$ cat config.mk
export PLATFORM = sky130hd
export DESIGN_NAME = uart_rx_fifo_frame_deframer
export DESIGN_NICKNAME = d
export VERILOG_FILES = /design/src/rtl/core/urfd_pkg.sv /design/src/rtl/core/uart_rx_fifo_frame_deframer.sv /design/src/rtl/core/urfd_fifo.sv /design/src/rtl/core/urfd_parser.sv
export SDC_FILE = /design/constraint.sdc
export NUM_CORES = 1
export LEC_CHECK = 0
export BUFFER_PORTS_ARGS = -buffer_cell sky130_fd_sc_hd__buf_2
export CORE_ASPECT_RATIO = 1.5
export CORE_MARGIN = 4
export CORE_UTILIZATION = 50
export DETAILED_ROUTE_END_ITERATION = 10
export GPL_TIMING_DRIVEN = 0
export HOLD_SLACK_MARGIN = 0.08
export PLACE_DENSITY = 0.67
export RECOVER_POWER = 100
export SETUP_SLACK_MARGIN = 0.05
export SLEW_MARGIN = 20
export SYNTH_ARGS = -nofsm -noshare
export SYNTH_HDL_FRONTEND = slang
export SYNTH_SLANG_ARGS = --single-unit
$ cat constraint.sdc
create_clock -name i_clk -period 2.3 [get_ports i_clk]
set_input_delay 0.23 -clock i_clk [delete_from_list [all_inputs] [get_ports i_clk]]
set_output_delay 0.23 -clock i_clk [all_outputs]
set_load 0.02 [all_outputs]
$ cat src/rtl/core/urfd_pkg.sv
package urfd_pkg;

    localparam int FIFO_DEPTH  = 32;
    localparam int PTR_W       = $clog2(FIFO_DEPTH);
    localparam int CNT_W       = $clog2(FIFO_DEPTH + 1);
    localparam int LEVEL_W     = 6;

    localparam logic       CMD_PUSH    = 1'b0;
    localparam logic       CMD_POP     = 1'b1;
    localparam logic [7:0] HEADER_BYTE = 8'hAA;
    localparam logic [7:0] TAIL_BYTE   = 8'h55;
    localparam logic [1:0] PAYLOAD_LEN = 2'd2;

    // per-item status carried from the fifo stage to the parse stage
    typedef struct packed {
        logic               push_accepted;
        logic               pop_valid;
        logic [LEVEL_W-1:0] level;
    } t_fifo_info;

    // parser verdict for the current byte
    typedef struct packed {
        logic       done;
        logic [7:0] command;
        logic [7:0] argument;
    } t_frame;

endpackage

$ cat src/rtl/core/uart_rx_fifo_frame_deframer.sv
// channel  direction  handshake            payload
// input    in         i_valid / o_ready    i_command, i_rx_byte
// result   out        o_valid / i_ready    o_push_accepted, o_pop_valid, o_popped_byte,
//                                          o_frame_done, o_frame_command,
//                                          o_frame_argument, o_fifo_level
//
// one transfer per cycle sustained while the result channel is not stalled; a result leaves by way of
// the fifo stage with the registered byte store read, then the parser step into the output register
// reset is synchronous, active low; the byte store itself is not cleared
// a stalled result holds the parse stage; input is still taken while the parse stage is free
module uart_rx_fifo_frame_deframer (
    input  logic                         i_clk,
    input  logic                         i_rst_n,
    // input channel
    input  logic                         i_valid,
    output logic                         o_ready,
    input  logic                         i_command,
    input  logic [7:0]                   i_rx_byte,
    // result channel
    output logic                         o_valid,
    input  logic                         i_ready,
    output logic                         o_push_accepted,
    output logic                         o_pop_valid,
    output logic [7:0]                   o_popped_byte,
    output logic                         o_frame_done,
    output logic [7:0]                   o_frame_command,
    output logic [7:0]                   o_frame_argument,
    output logic [urfd_pkg::LEVEL_W-1:0] o_fifo_level
);
    import urfd_pkg::*;

    logic               w_in_xfer;
    logic               w_out_free;
    logic               w_s1_move;
    logic               r_s1_valid;
    logic               r_out_valid;
    t_fifo_info         w_info;
    logic [7:0]         w_rd_data;
    t_frame             w_frame;
    logic               r_push_accepted;
    logic               r_pop_valid;
    logic [7:0]         r_popped_byte;
    logic               r_frame_done;
    logic [7:0]         r_frame_command;
    logic [7:0]         r_frame_argument;
    logic [LEVEL_W-1:0] r_fifo_level;

    // output register empty or being drained this cycle
    assign w_out_free = !r_out_valid || i_ready;
    // parse stage hands its item to the output register
    assign w_s1_move  = r_s1_valid && w_out_free;
    // fifo stage takes a new item when the parse stage is empty or moving on
    assign o_ready    = !r_s1_valid || w_out_free;
    assign w_in_xfer  = i_valid && o_ready;

    urfd_fifo u_fifo (
        .i_clk     (i_clk),
        .i_rst_n   (i_rst_n),
        .i_accept  (w_in_xfer),
        .i_command (i_command),
        .i_rx_byte (i_rx_byte),
        .o_info    (w_info),
        .o_rd_data (w_rd_data)
    );

    // parser steps only on a pop that found a byte
    urfd_parser u_parser (
        .i_clk   (i_clk),
        .i_rst_n (i_rst_n),
        .i_step  (w_s1_move && w_info.pop_valid),
        .i_byte  (w_rd_data),
        .o_frame (w_frame)
    );

    always_ff @(posedge i_clk) begin
        if (!i_rst_n) begin
            r_s1_valid  <= 1'b0;
            r_out_valid <= 1'b0;
        end else begin
            if (w_in_xfer) begin
                r_s1_valid <= 1'b1;
            end else if (w_s1_move) begin
                r_s1_valid <= 1'b0;
            end
            if (w_s1_move) begin
                r_out_valid <= 1'b1;
            end else if (i_ready) begin
                r_out_valid <= 1'b0;
            end
        end
    end

    // result payload, zeroed fields where the item did not pop or complete a frame
    always_ff @(posedge i_clk) begin
        if (w_s1_move) begin
            r_push_accepted  <= w_info.push_accepted;
            r_pop_valid      <= w_info.pop_valid;
            r_popped_byte    <= w_info.pop_valid ? w_rd_data : 8'h00;
            r_frame_done     <= w_info.pop_valid && w_frame.done;
            r_frame_command  <= (w_info.pop_valid && w_frame.done) ? w_frame.command : 8'h00;
            r_frame_argument <= (w_info.pop_valid && w_frame.done) ? w_frame.argument : 8'h00;
            r_fifo_level     <= w_info.level;
        end
    end

    assign o_valid          = r_out_valid;
    assign o_push_accepted  = r_push_accepted;
    assign o_pop_valid      = r_pop_valid;
    assign o_popped_byte    = r_popped_byte;
    assign o_frame_done     = r_frame_done;
    assign o_frame_command  = r_frame_command;
    assign o_frame_argument = r_frame_argument;
    assign o_fifo_level     = r_fifo_level;

endmodule

$ cat src/rtl/core/urfd_fifo.sv
module urfd_fifo (
    input  logic                  i_clk,
    input  logic                  i_rst_n,
    input  logic                  i_accept,
    input  logic                  i_command,
    input  logic [7:0]            i_rx_byte,
    output urfd_pkg::t_fifo_info  o_info,
    output logic [7:0]            o_rd_data
);
    import urfd_pkg::*;

    logic [7:0]       r_mem [FIFO_DEPTH];
    logic [7:0]       r_rd_data;
    logic [PTR_W-1:0] r_rd_ptr, n_rd_ptr;
    logic [PTR_W-1:0] r_wr_ptr, n_wr_ptr;
    logic [CNT_W-1:0] r_count, n_count;
    t_fifo_info       r_info;
    logic             w_push_ok;
    logic             w_pop_ok;

    assign w_push_ok = (i_command == CMD_PUSH) && (r_count < CNT_W'(FIFO_DEPTH));
    assign w_pop_ok  = (i_command == CMD_POP) && (r_count != '0);

    always_comb begin
        n_rd_ptr = r_rd_ptr;
        n_wr_ptr = r_wr_ptr;
        n_count  = r_count;
        if (w_push_ok) begin
            n_wr_ptr = (r_wr_ptr == PTR_W'(FIFO_DEPTH - 1)) ? '0 : r_wr_ptr + 1'b1;
            n_count  = r_count + 1'b1;
        end else if (w_pop_ok) begin
            n_rd_ptr = (r_rd_ptr == PTR_W'(FIFO_DEPTH - 1)) ? '0 : r_rd_ptr + 1'b1;
            n_count  = r_count - 1'b1;
        end
    end

    always_ff @(posedge i_clk) begin
        if (!i_rst_n) begin
            r_rd_ptr <= '0;
            r_wr_ptr <= '0;
            r_count  <= '0;
        end else if (i_accept) begin
            r_rd_ptr <= n_rd_ptr;
            r_wr_ptr <= n_wr_ptr;
            r_count  <= n_count;
        end
    end

    // byte store: one write or one read per transfer, read data registered
    always_ff @(posedge i_clk) begin
        if (i_accept && w_push_ok) begin
            r_mem[r_wr_ptr] <= i_rx_byte;
        end
        if (i_accept && w_pop_ok) begin
            r_rd_data <= r_mem[r_rd_ptr];
        end
    end

    always_ff @(posedge i_clk) begin
        if (i_accept) begin
            r_info.push_accepted <= w_push_ok;
            r_info.pop_valid     <= w_pop_ok;
            r_info.level         <= LEVEL_W'(n_count);
        end
    end

    assign o_info    = r_info;
    assign o_rd_data = r_rd_data;

endmodule

$ cat src/rtl/core/urfd_parser.sv
module urfd_parser (
    input  logic             i_clk,
    input  logic             i_rst_n,
    input  logic             i_step,
    input  logic [7:0]       i_byte,
    output urfd_pkg::t_frame o_frame
);
    import urfd_pkg::*;

    typedef enum logic [4:0] {
        PH_HUNT1 = 5'b00001,
        PH_HUNT2 = 5'b00010,
        PH_DATA  = 5'b00100,
        PH_TAIL1 = 5'b01000,
        PH_TAIL2 = 5'b10000
    } t_phase;

    t_phase     r_phase, n_phase;
    logic [7:0] r_pay0, n_pay0;
    logic [7:0] r_pay1, n_pay1;
    logic [1:0] r_pcnt, n_pcnt;
    t_frame     w_frame;

    always_comb begin
        n_phase = r_phase;
        n_pay0  = r_pay0;
        n_pay1  = r_pay1;
        n_pcnt  = r_pcnt;
        w_frame = '0;
        case (r_phase)
            PH_HUNT2: begin
                if (i_byte == HEADER_BYTE) begin
                    n_phase = PH_DATA;
                    n_pcnt  = '0;
                end else begin
                    n_phase = PH_HUNT1;
                end
            end
            PH_DATA: begin
                if (r_pcnt[0]) begin
                    n_pay1 = i_byte;
                end else begin
                    n_pay0 = i_byte;
                end
                n_pcnt = r_pcnt + 2'd1;
                if (n_pcnt == PAYLOAD_LEN) begin
                    n_phase = PH_TAIL1;
                end
            end
            PH_TAIL1: begin
                n_phase = (i_byte == TAIL_BYTE) ? PH_TAIL2 : PH_HUNT1;
            end
            PH_TAIL2: begin
                n_phase = PH_HUNT1;
                if (i_byte == TAIL_BYTE) begin
                    w_frame.done     = 1'b1;
                    w_frame.command  = r_pay0;
                    w_frame.argument = r_pay1;
                    n_pay0           = '0;
                    n_pay1           = '0;
                    n_pcnt           = '0;
                end
            end
            default: begin
                n_phase = (i_byte == HEADER_BYTE) ? PH_HUNT2 : PH_HUNT1;
            end
        endcase
    end

    always_ff @(posedge i_clk) begin
        if (!i_rst_n) begin
            r_phase <= PH_HUNT1;
            r_pay0  <= '0;
            r_pay1  <= '0;
            r_pcnt  <= '0;
        end else if (i_step) begin
            r_phase <= n_phase;
            r_pay0  <= n_pay0;
            r_pay1  <= n_pay1;
            r_pcnt  <= n_pcnt;
        end
    end

    assign o_frame = w_frame;

endmodule
==> impl_metrics.ini, run 1 <==
[floorplan]
core_area_sq_um = 27400
floorplan.die_area_sq_um = 30800
starting_density_of_the_core_pct = 51.0
rows = 74
io_pins = 48
die_w_microns = 145
die-height_microns = 213

[synth]
synth.most_common_cell = sky130_fd_sc_hd__edfxtp_1
post_syn_area_sq_um = 14000
synthDominantAreaCellType = sky130_fd_sc_hd__edfxtp_1
post_synth_main_area_contributors = sky130_fd_sc_hd__edfxtp_1 65%, sky130_fd_sc_hd__mux2i_1 6.3%, sky130_fd_sc_hd__dfxtp_1 5.9%
post_synth_num_cell_types = 60
synth_sequential_area_ratio_pct = 71.3
yosys-top-cells-count = 305 x sky130_fd_sc_hd__edfxtp_1, 88 x sky130_fd_sc_hd__mux2i_1, 64 x sky130_fd_sc_hd__nand2_1, 48 x sky130_fd_sc_hd__nor2_1, 41 x sky130_fd_sc_hd__dfxtp_1
async_reset_ff_share_pct = 0
mapped_nets = 901
synth.yosys.warnings = 0
ys_seq_elements = 346
edff_count_synth = 305
postSynth.topFlopCell = sky130_fd_sc_hd__edfxtp_1
netlist_instances = 877
synth_top_area_share_pct = 65.5
synthesis.area_per_instance_sq_um = 16.0

[sta]
clock.fmax_mhz = 458
fin_crit_sh_pct = 95.0
finalHoldViolCount = 0
report.final.slew_viol_count = 165
fin_crit_ns = 2.19
grt_setup_unrepaired = yes
postLayoutSetupSlackWorst_ns = 0.115
setup-violations-final = 0
slew_headroom_pct = -10.4
clock_skews_ns = 0.0167
worst_slew_pin_slew_ns = 1.66

[grt]
gr_overflow_total = 0
vias_in_the_first_global_route = 7980
global_route_wire_length_before_repair_mm = 45.6
grt_max_degree = 34
antenna_found_initial = 0
groute.usage.overall_pct = 19.7

[finish]
layoutNonFillerInstCount = 1336
final_nets = 993
nFillCells = 2092
flow.area_growth_from_synthesis_pct = 15.3
drive_above_1_share_pct = 18.5
num_antenna_cells = 0
multiInputGateArea_sq_um = 4020
finish.instance_area_sq_um = 16100
regArea_sq_um = 9980

[clock_network]
clkSlewWorstSetupHoldPaths_ns = 0.07
cts_tree = done
worstSkewPairLatency_ns = 0.58
cts_max_level = 1
cts_inserted_buffers = 31
tritoncts_num_sinks = 346
cts.path.max_buffers = 3
clock_tree.root_cell = sky130_fd_sc_hd__clkbuf_16

[worst_hold_path]
min-delay-start = i_command
whs_path_depth = 5
hold_class = input pin to flip-flop
worstHoldEndpoint = u_fifo.r_count[2]$_SDFFE_PN0P_

[drt]
detailroute.via_count = 7813
finalWirelength_mm = 29.6
avgViaCountPerCell = 5.85
drc_errors = 0
antenna_left = 0
drt-wirelength-per-cell_microns = 22.2
drt-pass1-iter-count = 5
drt_first_iter_violations = 641

[place]
port-buffer-count = 46
dp_hpwl_mm = 19.8
gp_congestion = 0.826
placedCellCount = 1265
worst_setup_slack_after_placement_ns = -0.576
post_dp_cell_area_sq_um = 14600

[outcome]
status = finished, violations left
failed_checks = capacitance limit, slew limit

[critical_path]
worst-endpoint-required_ns = 2.54
timing.critical_path.fanout_max = 9
r2r-end = u_fifo.r_mem[9][7]$_DFFE_PP_
critPathSlowestCell = sky130_fd_sc_hd__nor2_4
crit_chain = nor2_2, and3_1, nand2_2, nor2_4
max_stage_delay_ns = 0.41
worst_r2r_startpoint = u_fifo.r_count[5]$_SDFFE_PN0P_
reg2regPathDepth = 4
element_type_at_the_critical_path_end = flip-flop
start_kind = flip-flop
rrSetupSlack_ns = 0.11
path_type_of_the_worst_setup_path = flip-flop to flip-flop
worstPathArrival_ns = 2.42

[pwr]
power.static_leakage_nw = 5.16
ir_worst_vdd_mv = 0.673
power_density_nw_per_um2 = 832

[job]
cap_violations = 5
[per-layer routing]
layer | vias to the layer above | wire, microns | global-route usage [%]
met5 | - | 0 | 0
met4 | 0 | 1090 | 7.72
met3 | 64 | 1380 | 2.46
met2 | 241 | 16200 | 36.4
met1 | 3910 | 11000 | 22.9
li1 | 3598 | - | -
[cells by family after synthesis]
logic type | after synthesis | share of synthesized area, %
fa+ha+maj | 11 | 0.984
xor+xnor | 5 | 0.313
mux | 120 | 11.4
buf+inv | 62 | 2.02
compound gates | 99 | 5.05
simple gates | 234 | 8.85
flops | 346 | 71.3
[power breakdown]
part / switching, mW / leakage [nW] / internal [mW]
clock: 2.27 / 0.522 / 3.15
combinational: 0.602 / 1.55 / 0.362
sequential: 0.0633 / 3.09 / 6.97
total: 2.94 / 5.16 / 10.5
[cells in the final DEF, fill, tap and decap left out, drive strengths merged, types with 4 or more instances in the layout]
master	n
a21oi	31
a221oi	11
a22o	8
a22oi	17
and2	11
and3	23
buf	35
bufinv	6
clkbuf	104
clkinv	14
dfxtp	41
edfxtp	305
ha	11
inv	14
mux2i	88
mux4	32
nand2	64
nand2b	7
nand3	33
nand3b	5
nor2	48
nor2b	4
nor3	6
o211ai	4
o21ai	13
or3	7
or4b	5
xor2	4
[layout make-up]
class | instances | share of cell area (%)
multi-input cells | 469 | 25.0
inverters | 12 | 0.303
clock inverters | 25 | 1.78
plain buffers | 50 | 1.77
clock buffers | 33 | 4.86
flip-flops and latches | 346 | 61.9
repair buffers | 59 | 1.78
well taps | 342 | 2.65
[timing repair]
action | in CTS | in global routing
pin swaps | 2 | 3
setup endpoints to repair | 283 | 242
gates cloned | 0 | 0
gates resized for setup | 54 | 46
endpoints found under the hold margin | 3 | 0
hold buffers | 3 | 0
buffers inserted | 3 | 7
[through the flow]
stage                     hold WS (ns)  util (%)  TNS [ns]  power [mW]
after CTS                        0.121      58.2    -20.32        13.5
after floorplan                  0.329         -         0        7.76
after global routing             0.201      58.8         0        13.8
after global placement           0.404      53.4    -86.02        8.07
final                            0.199      58.8         0        13.4
after detailed placement         0.406      53.5    -94.37        8.08
[flip-flops by register name (all words and copies together) (netlist names), 2 cells and up]
| register | count |
|---|---|
| o_fifo_level | 6 |
| u_parser.r_phase | 5 |
| u_parser.r_pay0 | 8 |
| o_frame_command | 8 |
| u_parser.r_pcnt | 2 |
| o_popped_byte | 8 |
| u_fifo.r_wr_ptr | 5 |
| u_fifo.o_rd_data | 8 |
| u_parser.r_pay1 | 8 |
| o_frame_argument | 8 |
| u_fifo.o_info | 8 |
| u_fifo.r_count | 6 |
| u_fifo.r_mem | 256 |
| u_fifo.r_rd_ptr | 5 |
[worst max path at each step]
stage	start	end	slack (ns)	cells past startpoint
5_1_grt	u_fifo.o_rd_data[5]$_DFFE_PP_	u_parser.r_pay1[4]$_SDFFE_PN0P_	0.02	5
6_report	u_fifo.r_count[5]$_SDFFE_PN0P_	u_fifo.r_mem[9][7]$_DFFE_PP_	0.11	4
2_1_floorplan	u_fifo.r_rd_ptr[0]$_SDFFE_PN0P_	u_fifo.o_rd_data[0]$_DFFE_PP_	0.15	6
3_5_place_dp	u_fifo.r_count[5]$_SDFFE_PN0P_	u_fifo.r_mem[11][7]$_DFFE_PP_	-0.58	3
3_3_place_gp	i_command	u_fifo.r_mem[23][3]$_DFFE_PP_	-0.53	4
4_1_cts	u_fifo.r_count[5]$_SDFFE_PN0P_	u_fifo.r_mem[9][7]$_DFFE_PP_	-0.28	4
[worst max-delay path: cells and delay by family (launching register included)]
| kind | cells | cell delay (ns) |
|---|---|---|
| simple gates | 4 | 1.49 |
| flops | 1 | 0.34 |
Note: power is estimated with default switching activity, not from simulation.
==> run 2, diff against run 1 <==
==> constraint.sdc (replaced) <==
create_clock -name i_clk -period 2.3 [get_ports i_clk]
set_input_delay 0.345 -clock i_clk [delete_from_list [all_inputs] [get_ports i_clk]]
set_output_delay 0.345 -clock i_clk [all_outputs]
set_load 0.02 [all_outputs]
==> impl_metrics.ini, run 2 (same netlist as run 1, synthesis figures left out) <==
[sta]
postLayoutSetupSlackWorst_ns = 0.109
fin_crit_ns = 2.19
fin_setup_tns_ns = 0
grt_setup_unrepaired = yes
slew_headroom_pct = -8.83
fin_worst_hold_slack_ns = 0.141
clock.fmax_mhz = 457
report.final.slew_viol_count = 198
worst_slew_pin_slew_ns = 1.63
clock_skews_ns = 0.0155
setup-violations-final = 0
fin_crit_sh_pct = 95.2
finalHoldViolCount = 0

[finish]
layout_common_cells = 305 x sky130_fd_sc_hd__edfxtp_1, 88 x sky130_fd_sc_hd__mux2i_1, 68 x sky130_fd_sc_hd__clkbuf_1
drive_above_1_share_pct = 18.6
nFillCells = 2094
mostFrequentLayoutCell = sky130_fd_sc_hd__edfxtp_1
num_antenna_cells = 0
final_core_util_pct = 58.7
layoutNonFillerInstCount = 1333
finish.instance_area_sq_um = 16100
flow.area_growth_from_synthesis_pct = 15.1
final_nets = 990
number_of_flip_flops_in_the_largest_register = 256
largest_register_by_flop_count = u_fifo.r_mem

[grt]
grt_max_degree = 34
groute.usage.overall_pct = 19.6
gr_overflow_total = 0
antenna_found_initial = 0
global_route_wire_length_before_repair_mm = 45.5
vias_in_the_first_global_route = 7944

[critical_path]
rrSetupSlack_ns = 0.11
reg2regPathDepth = 5
element_type_at_the_critical_path_end = flip-flop
worstPathArrival_ns = 2.68
worst-endpoint-required_ns = 2.79
worstSetupStartpoint = u_fifo.o_rd_data[5]$_DFFE_PP_
path_type_of_the_worst_setup_path = flip-flop to flip-flop
worst_r2r_startpoint = u_fifo.o_rd_data[5]$_DFFE_PP_
start_kind = flip-flop
r2r-end = u_parser.r_pay1[4]$_SDFFE_PN0P_
timing.critical_path.fanout_max = 8
crit_path_end = u_parser.r_pay1[4]$_SDFFE_PN0P_

[place]
gp_congestion = 0.826
post_dp_cell_area_sq_um = 14600
port-buffer-count = 46
dp_hpwl_mm = 19.8
worst_setup_slack_after_placement_ns = -0.686
placedCellCount = 1265

[floorplan]
die-height_microns = 213
floorplan.die_area_sq_um = 30800
starting_density_of_the_core_pct = 51.0
io_pins = 48
die_w_microns = 145
core_area_sq_um = 27400
rows = 74

[clock_network]
clock_tree.root_cell = sky130_fd_sc_hd__clkbuf_16
cts.path.max_buffers = 3
worstSkewPairLatency_ns = 0.57
cts_max_level = 1
clkSlewWorstSetupHoldPaths_ns = 0.07
cts_inserted_buffers = 31
cts_tree = done
tritoncts_num_sinks = 346

[drt]
drt_first_iter_violations = 557
detailroute.via_count = 7792
drt-pass1-iter-count = 6
antenna_left = 0
finalWirelength_mm = 29.6
avgViaCountPerCell = 5.85
drc_errors = 0
drt-wirelength-per-cell_microns = 22.2

[outcome]
failed_checks = capacitance limit, slew limit
status = finished, violations left

[pwr]
ir_worst_vdd_mv = 0.672
power.static_leakage_nw = 5.15
post_layout_total_power_mw = 13.4
power_density_nw_per_um2 = 833

[job]
cap_violations = 6

[worst_hold_path]
hold_class = input pin to flip-flop
[run 2: cell count changes in the layout (fill, tap and decap cells not counted), sizes merged]
cell         before  now
dlygate4sd3       3    0
[run 2: power by group]
group / internal (mW) / total, mW / switching, mW
Combinational: 0.358 / 0.959 / 0.601
Clock: 3.15 / 5.41 / 2.27
Sequential: 6.97 / 7.03 / 0.0633
Total: 10.5 / 13.4 / 2.93
[run 2: final cells by class]
class / count / area [sq um] / share of cell area, %
sequential: 346 / 9980 / 62.0
multi-input combinational: 469 / 4020 / 25.0
clock buffer: 33 / 783 / 4.87
tap: 342 / 428 / 2.66
clock inverter: 25 / 287 / 1.78
buffer: 50 / 285 / 1.77
timing repair buffer: 56 / 256 / 1.59
inverter: 12 / 48.8 / 0.303
[run 2: repair_timing]
action,CTS,global route
pin swaps,2,3
setup endpoints to repair,283,242
buffers inserted,3,7
endpoints found under the hold margin,0,0
resized for setup,54,46
hold buffers,0,0
[run 2: worst min-delay path by stage]
stage	slack, ns	depth (start not counted)	start	end
floorplan	0.40	0	u_fifo.o_info[0]$_DFFE_PP_	o_fifo_level[0]$_DFFE_PP_
global placement	0.40	0	u_fifo.o_info[3]$_DFFE_PP_	o_fifo_level[3]$_DFFE_PP_
detailed placement	0.41	0	u_fifo.o_info[1]$_DFFE_PP_	o_fifo_level[1]$_DFFE_PP_
CTS	0.12	2	i_command	u_fifo.o_info[7]$_DFFE_PP_
global route	0.13	2	i_command	u_fifo.o_info[7]$_DFFE_PP_
finish	0.14	2	i_command	u_fifo.o_info[7]$_DFFE_PP_
[run 2: routing by layer]
layer / up-vias / part of all wire, % / track usage (%) / routed length, microns
met1: 3889 / 37 / 22.9 / 11000
met4: 0 / 3.9 / 7.66 / 1150
met3: 68 / 4.8 / 2.46 / 1410
met2: 247 / 54 / 36.4 / 16100
li1: 3588 / - / - / -
met5: - / 0 / 0 / 0
[run 2: critical path: stages (launching register included)]
cell and delay, ns:
sky130_fd_sc_hd__edfxtp_1 0.46, sky130_fd_sc_hd__nand4bb_1 0.31, sky130_fd_sc_hd__or2_0 0.39, sky130_fd_sc_hd__a2111oi_4 0.39, sky130_fd_sc_hd__clkbuf_2 0.35, sky130_fd_sc_hd__mux2i_1 0.22
==> run 3, diff against run 2 <==
--- a/config.mk
+++ b/config.mk
@@ -5,7 +5,7 @@
 export SDC_FILE = /design/constraint.sdc
 export NUM_CORES = 1
 export LEC_CHECK = 0
-export BUFFER_PORTS_ARGS = -buffer_cell sky130_fd_sc_hd__buf_2
+export BUFFER_PORTS_ARGS = -buffer_cell sky130_fd_sc_hd__clkbuf_2
 export CORE_ASPECT_RATIO = 1.5
 export CORE_MARGIN = 4
 export CORE_UTILIZATION = 50
==> impl_metrics.ini, run 3 (same netlist as run 1, synthesis figures left out) <==
[outcome]
status = finished, violations left
failed_checks = capacitance limit, slew limit, setup timing

[worst_hold_path]
hold_class = input pin to flip-flop
whs_path_depth = 2

[pwr]
ir_worst_vdd_mv = 0.687
post_layout_total_power_mw = 13.3
power_density_nw_per_um2 = 826
power.static_leakage_nw = 5.16

[critical_path]
path_type_of_the_worst_setup_path = flip-flop to flip-flop
worstPathArrival_ns = 2.58
timing.critical_path.fanout_max = 8
reg2regPathDepth = 4
element_type_at_the_critical_path_end = flip-flop
start_kind = flip-flop
worst-endpoint-required_ns = 2.44

[clock_network]
tritoncts_num_sinks = 346
cts.path.max_buffers = 3
clock_tree.root_cell = sky130_fd_sc_hd__clkbuf_16
worstSkewPairLatency_ns = 0.51
cts_inserted_buffers = 34
cts_max_level = 2
cts_tree = done
clkSlewWorstSetupHoldPaths_ns = 0.06

[floorplan]
core_area_sq_um = 27400
floorplan.die_area_sq_um = 30800
rows = 74
starting_density_of_the_core_pct = 51.0
io_pins = 48
die_w_microns = 145
die-height_microns = 213

[sta]
postLayoutSetupSlackWorst_ns = -0.134
report.final.slew_viol_count = 165
fin_crit_sh_pct = 106
clock_skews_ns = 0.0148
fin_worst_hold_slack_ns = 0.199
finalHoldViolCount = 0
worst_slew_pin_slew_ns = 1.68
setup-violations-final = 202
clock.fmax_mhz = 411
fin_crit_ns = 2.43
grt_setup_unrepaired = yes
slew_headroom_pct = -11.8

[grt]
gr_overflow_total = 0
use_met2_pct = 36.6
gr-usage-met1_pct = 22.8
groute.usage.overall_pct = 19.8
grt_use_met3_pct = 2.85
grt_max_degree = 34
global_route_wire_length_before_repair_mm = 45.8
grt_busiest_layer = met2
vias_in_the_first_global_route = 8014
antenna_found_initial = 0

[finish]
layout_common_cells = 305 x sky130_fd_sc_hd__edfxtp_1, 88 x sky130_fd_sc_hd__mux2i_1, 69 x sky130_fd_sc_hd__clkbuf_1
num_antenna_cells = 0
number_of_flip_flops_in_the_largest_register = 256
mostFrequentLayoutCell = sky130_fd_sc_hd__edfxtp_1
regArea_sq_um = 9980
nFillCells = 2122
multiInputGateArea_sq_um = 4000
final_core_util_pct = 58.7
largest_register_by_flop_count = u_fifo.r_mem
final_nets = 994
drive_above_1_share_pct = 18.2
flow.area_growth_from_synthesis_pct = 15.1

[drt]
avgViaCountPerCell = 5.86
drc_errors = 0
antenna_left = 0
drt_first_iter_violations = 589
drt-wirelength-per-cell_microns = 22.3
drt-pass1-iter-count = 5
detailroute.via_count = 7829
finalWirelength_mm = 29.8

[place]
dp_hpwl_mm = 19.8
worst_setup_slack_after_placement_ns = -0.638
gp_congestion = 0.835
port-buffer-count = 46

[job]
cap_violations = 6
[run 3: cell count changes in the layout (fill, tap and decap cells not counted), moves of 3 or more]
cell / delta
sky130_fd_sc_hd__nor2_2: +7
sky130_fd_sc_hd__nor2_4: -7
sky130_fd_sc_hd__clkbuf_16: +6
sky130_fd_sc_hd__bufinv_16: -5
sky130_fd_sc_hd__buf_2: -4
sky130_fd_sc_hd__clkbuf_2: +4
sky130_fd_sc_hd__inv_6: -3
sky130_fd_sc_hd__nand2_1: +3
sky130_fd_sc_hd__nand2_2: -3
[run 3: critical path: stages (launching register included)]
cell                       delay [ns]
sky130_fd_sc_hd__dfxtp_1         0.33
sky130_fd_sc_hd__nand3b_1        0.34
sky130_fd_sc_hd__and3_1          0.32
sky130_fd_sc_hd__nand2_1         0.48
sky130_fd_sc_hd__nor2_2          0.59
[run 3: layout make-up]
class                           instances  share of cell area (%)
Multi-Input combinational cell        469                    24.9
Sequential cell                       346                    62.0
Clock inverter                         16                   0.614
Timing Repair Buffer                   57                    1.74
Buffer                                 50                    1.82
Tap cell                              342                    2.66
Inverter                               12                   0.303
Clock buffer                           45                    6.00
[run 3: metal layers]
| layer | share of wire, % | up-vias |
|---|---|---|
| met5 | 0 | - |
| met4 | 3.4 | 0 |
| met3 | 4.3 | 51 |
| met2 | 55 | 225 |
| met1 | 37 | 3954 |
| li1 | - | 3599 |
[run 3: repair_timing]
item	in CTS	in global routing
setup endpoints to repair	282	218
gates resized for setup	63	34
hold buffers	0	0
buffers inserted	4	7
pin swaps	3	2
[run 3: final timing paths]
check	slack, ns	end	from
hold / removal	0.20	u_fifo.o_info[7]$_DFFE_PP_	i_command
hold reg to reg	0.42	o_fifo_level[5]$_DFFE_PP_	u_fifo.o_info[5]$_DFFE_PP_
setup / recovery	-0.13	u_fifo.r_mem[13][0]$_DFFE_PP_	r_s1_valid$_SDFFE_PN0P_
setup reg to reg	-0.13	u_fifo.r_mem[13][0]$_DFFE_PP_	r_s1_valid$_SDFFE_PN0P_
[run 3: report_power, final]
group / leakage [nW] / total [mW] / switching, mW / internal (mW)
Sequential: 3.09 / 7.04 / 0.0620 / 6.97
Clock: 0.516 / 5.27 / 2.21 / 3.07
Combinational: 1.55 / 0.989 / 0.610 / 0.379
Total: 5.16 / 13.3 / 2.88 / 10.4
[run 3: metrics by stage]
stage | setup TNS, ns | cells | cell area [sq um]
floorplan | 0 | 877 | 14000
global placement | -116.64 | 1265 | 14600
detailed placement | -114.64 | 1265 | 14600
CTS | -20.65 | 1330 | 16000
global route | -41.47 | 1337 | 16100
finish | -17.59 | 1337 | 16100
